`src/hw/rtl/ktmke_pkg.sv`:
```
// ----------------------------------------------------------------------------
// ktmke_pkg
// Shared widths, defaults and controller/datapath handshake types for the
// keyed table with smallest-key eviction.
// ----------------------------------------------------------------------------
package ktmke_pkg;

    localparam int KEY_W       = 64;
    localparam int INDEX_W     = 8;
    localparam int ENTRIES_DEF = 256;

    localparam logic [KEY_W-1:0] KEY_ALL_ONES = {KEY_W{1'b1}};

    // commands from the controller to the datapath
    typedef struct packed {
        logic start;
        logic scan;
        logic finish;
    } ctrl_cmd_t;

    // status from the datapath back to the controller
    typedef struct packed {
        logic scan_done;
        logic out_busy;
    } ctrl_status_t;

endpackage

```
`src/hw/rtl/ktmke_ctrl.sv`:
```
// ----------------------------------------------------------------------------
// ktmke_ctrl
// Sequencer: accepts one item, runs the table scan, then hands the result
// to the output register.
// ----------------------------------------------------------------------------
module ktmke_ctrl (
    input  logic                    clk,
    input  logic                    rst_n,
    input  logic                    in_valid,
    output logic                    in_ready,
    input  ktmke_pkg::ctrl_status_t status,
    output ktmke_pkg::ctrl_cmd_t    cmd
);
    import ktmke_pkg::*;

    typedef enum logic [1:0] {
        ST_IDLE,
        ST_SCAN,
        ST_FINISH
    } state_t;

    state_t state_reg;
    logic   ready_reg;

    always_ff @(posedge clk or negedge rst_n)
    begin
        if (!rst_n)
        begin
            state_reg <= ST_IDLE;
            ready_reg <= 1'b1;
        end
        else
        begin
            case (state_reg)
                ST_IDLE:
                begin
                    if (in_valid && ready_reg)
                    begin
                        state_reg <= ST_SCAN;
                        ready_reg <= 1'b0;
                    end
                end
                ST_SCAN:
                begin
                    if (status.scan_done)
                    begin
                        state_reg <= ST_FINISH;
                    end
                end
                ST_FINISH:
                begin
                    // wait for the output register to free up
                    if (!status.out_busy)
                    begin
                        state_reg <= ST_IDLE;
                        ready_reg <= 1'b1;
                    end
                end
                default:
                begin
                    state_reg <= ST_IDLE;
                    ready_reg <= 1'b1;
                end
            endcase
        end
    end

    assign in_ready   = ready_reg;
    assign cmd.start  = in_valid && ready_reg;
    assign cmd.scan   = (state_reg == ST_SCAN);
    assign cmd.finish = (state_reg == ST_FINISH) && !status.out_busy;

`ifndef SYNTHESIS
    a_ready_only_idle: assert property (@(posedge clk) disable iff (!rst_n)
        ready_reg |-> state_reg == ST_IDLE)
        else $error("ready raised outside idle");

    a_start_to_scan: assert property (@(posedge clk) disable iff (!rst_n)
        cmd.start |=> cmd.scan)
        else $error("accepted item did not enter the scan");

    a_finish_ends_item: assert property (@(posedge clk) disable iff (!rst_n)
        cmd.finish |=> ready_reg && !cmd.scan)
        else $error("controller did not return to idle after finishing");
`endif

endmodule

```
`config.mk`:
```
export PLATFORM = sky130hd
export DESIGN_NAME = ktmke_ctrl
export DESIGN_NICKNAME = d
export VERILOG_FILES = /design/src/hw/rtl/ktmke_pkg.sv /design/src/hw/rtl/ktmke_ctrl.sv
export SDC_FILE = /design/constraint.sdc
export NUM_CORES = 1
export LEC_CHECK = 0
export BUFFER_PORTS_ARGS = -buffer_cell sky130_fd_sc_hd__buf_4
export CAP_MARGIN = 15
export CELL_PAD_IN_SITES_DETAIL_PLACEMENT = 0
export CELL_PAD_IN_SITES_GLOBAL_PLACEMENT = 1
export CORE_AREA = 2 2 39 41
export DETAILED_ROUTE_END_ITERATION = 6
export DIE_AREA = 0 0 41 43
export GPL_TIMING_DRIVEN = 0
export PLACE_DENSITY = 0.41
export SYNTH_ARGS = -nofsm -noshare
export SYNTH_HDL_FRONTEND = slang
export SYNTH_SLANG_ARGS = --single-unit
export TNS_END_PERCENT = 50
```
`constraint.sdc`:
```
create_clock -name clk -period 1 [get_ports clk]
set_clock_uncertainty 0.05 [all_clocks]
set_input_delay 0.15 -clock clk [delete_from_list [all_inputs] [get_ports clk]]
set_output_delay 0.15 -clock clk [all_outputs]
set_load 0.05 [all_outputs]
```
==> results.md, run 1 <==
* Starting DRC count in detailed routing at 1
* Dpl ws at -0.0712 ns
* Status: complete, but fails checks
* H-tree Lvls at 1
* Fin crit period at around 1.3 ns
* Initial Util at between 10% and 20%
* IO Pins at 9
* First-pass GRT wire length at around 710 um
* Type of origin of the critical path: flop
* Max transition margin at 90.6%
* Max_cap viols at 0
* Number of global-route vias before repair at 194
* Hold WC Path Type: in2reg
* Reg clk slew, reported paths at about 0.030 ns
* Via density at approximately 3.5
* Top post-synthesis cells by area: dfrtp_1, dfstp_2, a22oi_2, mux2i_1, o22a_2
* Number of synthesized flops with an enable pin at 0
* Seq/Total Area, Yosys at a little under 50%
* Yosys warning total at 0
* Worst vdd ir at about 0.42 mV
* Failing checks: setup timing
* Largest net degree at the start of global routing at 5
* IO buf count at 8
* CTS Root Buffer Type: clkbuf_4
* GP Congestion at approximately 0.53
* Cell Area, Synth at 154 um^2
* Crit. End Element: primary output
* Synthesis-to-layout area growth at 126%
* CP Data Arrival Time at between 1 and 1.5 ns
* Antenna Nets Post-Route at 0
* FMAX at 0.797 GHz
* #FFs+latches synth at 3
* Async set-or-reset flop fraction in the synthesized netlist at 100%
* Final hold slack at between 0.1 and 0.15 ns
* Layout cells sized above 1 at 71.4%
* HPWL Detailed at 321 um
* Routed len/inst at between 8 and 9 um
* Largest area contributor in the netlist: dfrtp_1
* Die area at between 0.0015 and 0.002 mm^2
* Distinct cells, synth at 13
* Critical path type: reg2out
* Leakage power at between 0.15 and 0.2 nW
* # diodes at 0
* Residual DRC count at 0
* Die X at 41 um
* Post-synthesis cell count at 16
* CTS tree: built
* Top_reg_cell synth: dfrtp_1
* Chip Height at 43 um
* Pwr/cell area at roughly 1000 mW/mm^2
* Post-Syn Area per Cell at a little under 10 um^2
* RSZ-0062 raised after global routing: yes
* Max reg flops at 2
* Sum Neg Setup Slack at -0.920 ns
* CP required at around 0.8 ns
* Overall Power at about 0.36 mW
* Clock sink total at 3
* Total gr overflow at 0
* Row count at 14
* Nets at a little over 40
* Worst-Margin Slew at about 0.14 ns
* CTS buffer count at 3
* Slew Limit Fails at 0
* Clock buffer depth at 2
* Critical Path Fanout Max at 3
* Via count at between 150 and 200
* Post-Syn Nets at 21
* Final setup violation count at 6
* Clk_lat worst skew at approximately 0.23 ns
* Final setup margin at -0.255 ns
* Hold Violations, Final at 0
* Initial antenna violation count at 0
* Gr usage total at approximately 6.7%
* Share of the synthesized area in the top cell type at approximately a third
* Ratio of final minimum period to clock period at 126%
* DR pass1 iterations at 2
* Post-Route WL at ~440 um
* Top post-synthesis cells by count: dfrtp_1, inv_1, nand2_1
* Placeable Area at approximately 0.0014 mm^2
cell type report:
type | count | area, um^2
clock buffer | 4 | 26.3
multi-input combinational | 10 | 82.6
fill | 157 | 1040
timing repair buffer | 15 | 130
sequential | 3 | 77.6
tap | 16 | 20.0
inverter | 3 | 11.3
logic make-up (layout without fill, tap and decap cells):
family / count (synthesis) / after routing / share of synthesized area [%]
compound gates: 3 / 3 / 17.9
flops: 3 / 3 / 49.6
mux: 1 / 1 / 6.50
buf+inv: 3 / 22 / 7.32
simple gates: 6 / 6 / 18.7
layer usage:
layer / routed length, um / up-vias / global-route usage [%]
met5: 0 / - / 0
met4: 0 / 0 / 4.00
met3: 51 / 0 / 6.28
met2: 191 / 9 / 8.44
met1: 192 / 82 / 7.14
li1: - / 90 / -
metrics by stage:
| step | area [um^2] | util, % | std cells |
|---|---|---|---|
| 2_1_floorplan | 170 | - | 16 |
| 3_3_place_gp | 250 | 18.1 | 40 |
| 3_5_place_dp | 250 | 18.1 | 40 |
| 4_1_cts | 340 | 24.6 | 50 |
| 5_1_grt | 348 | 25.1 | 51 |
| 6_report | 348 | 25.1 | 51 |
power breakdown:
| part | total [mW] | switching [mW] | internal [mW] |
|---|---|---|---|
| Clock | 0.210 | 0.0606 | 0.149 |
| Combinational | 0.0244 | 0.00934 | 0.0150 |
| Sequential | 0.122 | 0 | 0.122 |
| Total | 0.357 | 0.0699 | 0.287 |
layout by cell type, fill, tap and decap left out:
cell,count
a22oi_2,1
and2_4,1
buf_4,11
buf_6,2
buf_8,1
clkbuf_1,1
clkbuf_4,3
dfrtp_1,1
dfrtp_2,1
dfstp_2,1
dlygate4sd3_1,1
inv_1,2
inv_2,1
mux2i_1,1
nand2_1,2
nor2_1,1
nor2b_2,1
nor3_4,1
o21ai_0,1
o22a_2,1
worst max-delay path, stage by stage, from the launching register on:
cell,delay [ns]
dfstp_2,0.53
and2_4,0.15
buf_8,0.14
repair_timing:
action / CTS / global route
pin swaps: 3 / 1
endpoints found under the setup margin: 5 / 6
buffers inserted: 5 / 1
resized for setup: 5 / 0
endpoints found under the hold margin: 3 / 0
hold buffers: 1 / 0
worst paths after layout:
check	startpoint	endpoint	slack (ns)	depth (start not counted)
worst min register to register	state_reg[1]	state_reg[0]	0.46	1
worst min-delay path	status[1]	state_reg[1]	0.10	3
worst max register to register	in_ready	in_ready	-0.05	4
max in group asynchronous	rst_n	in_ready	0.52	2
worst max-delay path	in_ready	cmd[2]	-0.26	2
min in group asynchronous	rst_n	state_reg[0]	0.19	2
Note: power is estimated with default switching activity, not from simulation.
==> run 2: changes to the inputs <==
==> constraint.sdc (replaced) <==
create_clock -name clk -period 1 [get_ports clk]
set_clock_uncertainty 0.05 [all_clocks]
set_input_delay 0.05 -clock clk [delete_from_list [all_inputs] [get_ports clk]]
set_output_delay 0.05 -clock clk [all_outputs]
set_load 0.05 [all_outputs]
==> run 2 against run 1 <==
Net effect: the flow still finishes with violations (setup timing); highest routed layer unchanged; clock power is essentially flat; critical path depth did not move; routed wire length grew 9.0%; core utilization down 0.54 points; largest power group unchanged; total power is 0.20% higher; final area down 2.2%; hold slack worse by 0.092 ns; sequential cell count unchanged.
==> results.md, run 2 (same netlist as run 1, synthesis figures left out) <==
* Critical path type: reg2out (unchanged)
* Chip Height at 43 um (unchanged)
* CTS buffer count at 3 (unchanged)
* Die area at 0.00176 mm^2 (unchanged)
* Slew Limit Fails at 0 (unchanged)
* Dpl ws at 0.00116 ns (was -0.0712 ns)
* Hold depth at 3 (unchanged)
* Initial Util at 11.1% (unchanged)
* IO Pins at 9 (unchanged)
* Final setup margin at -0.181 ns (was -0.255 ns)
* Pwr/cell area at 1050 mW/mm^2 (was 1030 mW/mm^2)
* R2R depth at 4 (unchanged)
* CTS Root Buffer Type: clkbuf_4 (unchanged)
* Placeable Area at 0.00138 mm^2 (unchanged)
* Most frequent cells in the layout: buf_4, buf_6, clkbuf_4 (was buf_4, clkbuf_4, nand2_1, inv_1, buf_6)
* Hold WC Path Type: in2reg (unchanged)
* RSZ-0062 raised after global routing: yes (unchanged)
* Row count at 14 (unchanged)
* CP required at 0.90 ns (was 0.80 ns)
* First-pass GRT wire length at 800 um (was 710 um)
* Critical Path Fanout Max at 4 (was 3)
* Fin crit period at 1.18 ns (was 1.26 ns)
* GP Congestion at 0.601 (was 0.534)
* Type of origin of the critical path: flop (unchanged)
* Max_cap viols at 0 (unchanged)
* Worst-Margin Slew at 0.130 ns (was 0.137 ns)
* Starting DRC count in detailed routing at 0 (was 1)
* Ratio of final minimum period to clock period at 118% (was 126%)
* Antenna Nets Post-Route at 0 (unchanged)
* Clk_lat worst skew at 0.23 ns (about the same)
* Area of the multi-input gates at 76.3 um^2 (was 82.6 um^2)
* Nets at 40 (was 41)
* Hold Violations, Final at 0 (unchanged)
* Gr usage total at 7.15% (was 6.75%)
* Filler cell count at 156 (was 157)
* Slowest stage delay, CP at 0.55 ns (was 0.53 ns)
* Via count at 171 (was 181)
* CP max-delay cell: dfstp_2 (unchanged)
* Layout cells sized above 1 at 67.6% (was 71.4%)
* Crit. End Element: primary output (unchanged)
* R2R Setup Slk at -0.08 ns (was -0.05 ns)
* Reg-to-reg endpoint: state_reg[0] (was in_ready)
* Residual DRC count at 0 (unchanged)
* Number of global-route vias before repair at 208 (was 194)
* H-tree Lvls at 1 (unchanged)
* Crit path launch: in_ready (unchanged)
* Sum Neg Setup Slack at -0.559 ns (was -0.920 ns)
* FMAX at 0.847 GHz (was 0.797 GHz)
* Commonest non-fill, non-tap cell in the layout: buf_4 (unchanged)
* DR pass1 iterations at 1 (was 2)
* Initial antenna violation count at 0 (unchanged)
* CTS tree: built (unchanged)
* Post-Route WL at 474 um (was 435 um)
* Clock buffer depth at 2 (unchanged)
* Failing checks: setup timing (unchanged)
* Max transition margin at 91.1% (was 90.6%)
* Clock sink total at 3 (unchanged)
* Final setup violation count at 5 (was 6)
* Synthesis-to-layout area growth at 121% (was 126%)
* Overall Power at 0.357 mW (about the same)
* Worst r2r src: in_ready (unchanged)
* Worst vdd ir at 0.494 mV (was 0.417 mV)
* Leakage power at 0.163 nW (was 0.161 nW)
* Reg clk slew, reported paths at 0.04 ns (was 0.03 ns)
* # diodes at 0 (unchanged)
* Storage element area at 76.3 um^2 (was 77.6 um^2)
* IO buf count at 8 (unchanged)
* CP Data Arrival Time at 1.08 ns (was 1.06 ns)
* Total gr overflow at 0 (unchanged)
* Routed len/inst at 9.48 um (was 8.53 um)
* Via density at 3.42 (was 3.55)
* Die X at 41 um (unchanged)
* Hold EP: state_reg[1] (unchanged)
* Status: complete, but fails checks (unchanged)
* Critical path cell sequence: and2_4 > buf_8 (unchanged)
* Max reg flops at 2 (unchanged)
* Largest net degree at the start of global routing at 5 (unchanged)
* Hold_sp: status[1] (unchanged)
[run 2: changes by cell type in the layout (fill, tap and decap cells not counted), sizes merged]
| cell | before | now |
|---|---|---|
| buf | 14 | 13 |
[run 2: where the power goes]
group / total (mW) / switching [mW] / internal, mW
sequential: 0.122 / 0 / 0.122
clock: 0.211 / 0.0617 / 0.149
combinational: 0.0238 / 0.00877 / 0.0150
[run 2: worst max path at each step]
stage	end	slack [ns]	cells after the start
after global placement	in_ready	0.002	3
final	cmd[2]	-0.18	2
after detailed placement	in_ready	0.001	3
after global routing	cmd[2]	-0.22	2
after CTS	cmd[2]	-0.19	2
after floorplan	state_reg[0]	-0.26	3
[run 2: through the flow]
step | hold slack (ns) | cells | util, % | instance area, um^2
3_5_place_dp | -0.209 | 40 | 17.6 | 244
2_1_floorplan | -0.296 | 16 | - | 164
5_1_grt | 0.0272 | 50 | 24.6 | 340
3_3_place_gp | -0.211 | 40 | 17.6 | 244
4_1_cts | 0.00590 | 50 | 24.3 | 337
6_report | 0.0111 | 50 | 24.6 | 340
[run 2: critical path, delay by kind of cell, from the launching register on]
family                 cells  cell delay (ns)
flip-flops                 1             0.55
buffers and inverters      1             0.14
AND/OR/NAND/NOR            1             0.16
[run 2: repair_timing]
item,4_1_cts,5_1_grt
gates resized for setup,5,2
endpoints found under the setup margin,5,7
endpoints found under the hold margin,3,0
pin swaps,3,2
setup buffers,5,0
hold buffers,1,0
[run 2: routing by layer]
metal / global-route usage [%] / vias up / wire, um
met1: 7.79 / 75 / 183
met3: 1.57 / 0 / 57
met2: 10.0 / 9 / 234
met4: 8.00 / 0 / 0
met5: 0 / - / 0
li1: - / 87 / -
[run 2: cell type report]
class | instances | area share, %
clock buffer | 4 | 7.72
inverter | 3 | 3.31
multi-input combinational | 10 | 22.4
sequential | 3 | 22.4
tap | 16 | 5.88
timing repair buffer | 14 | 38.2
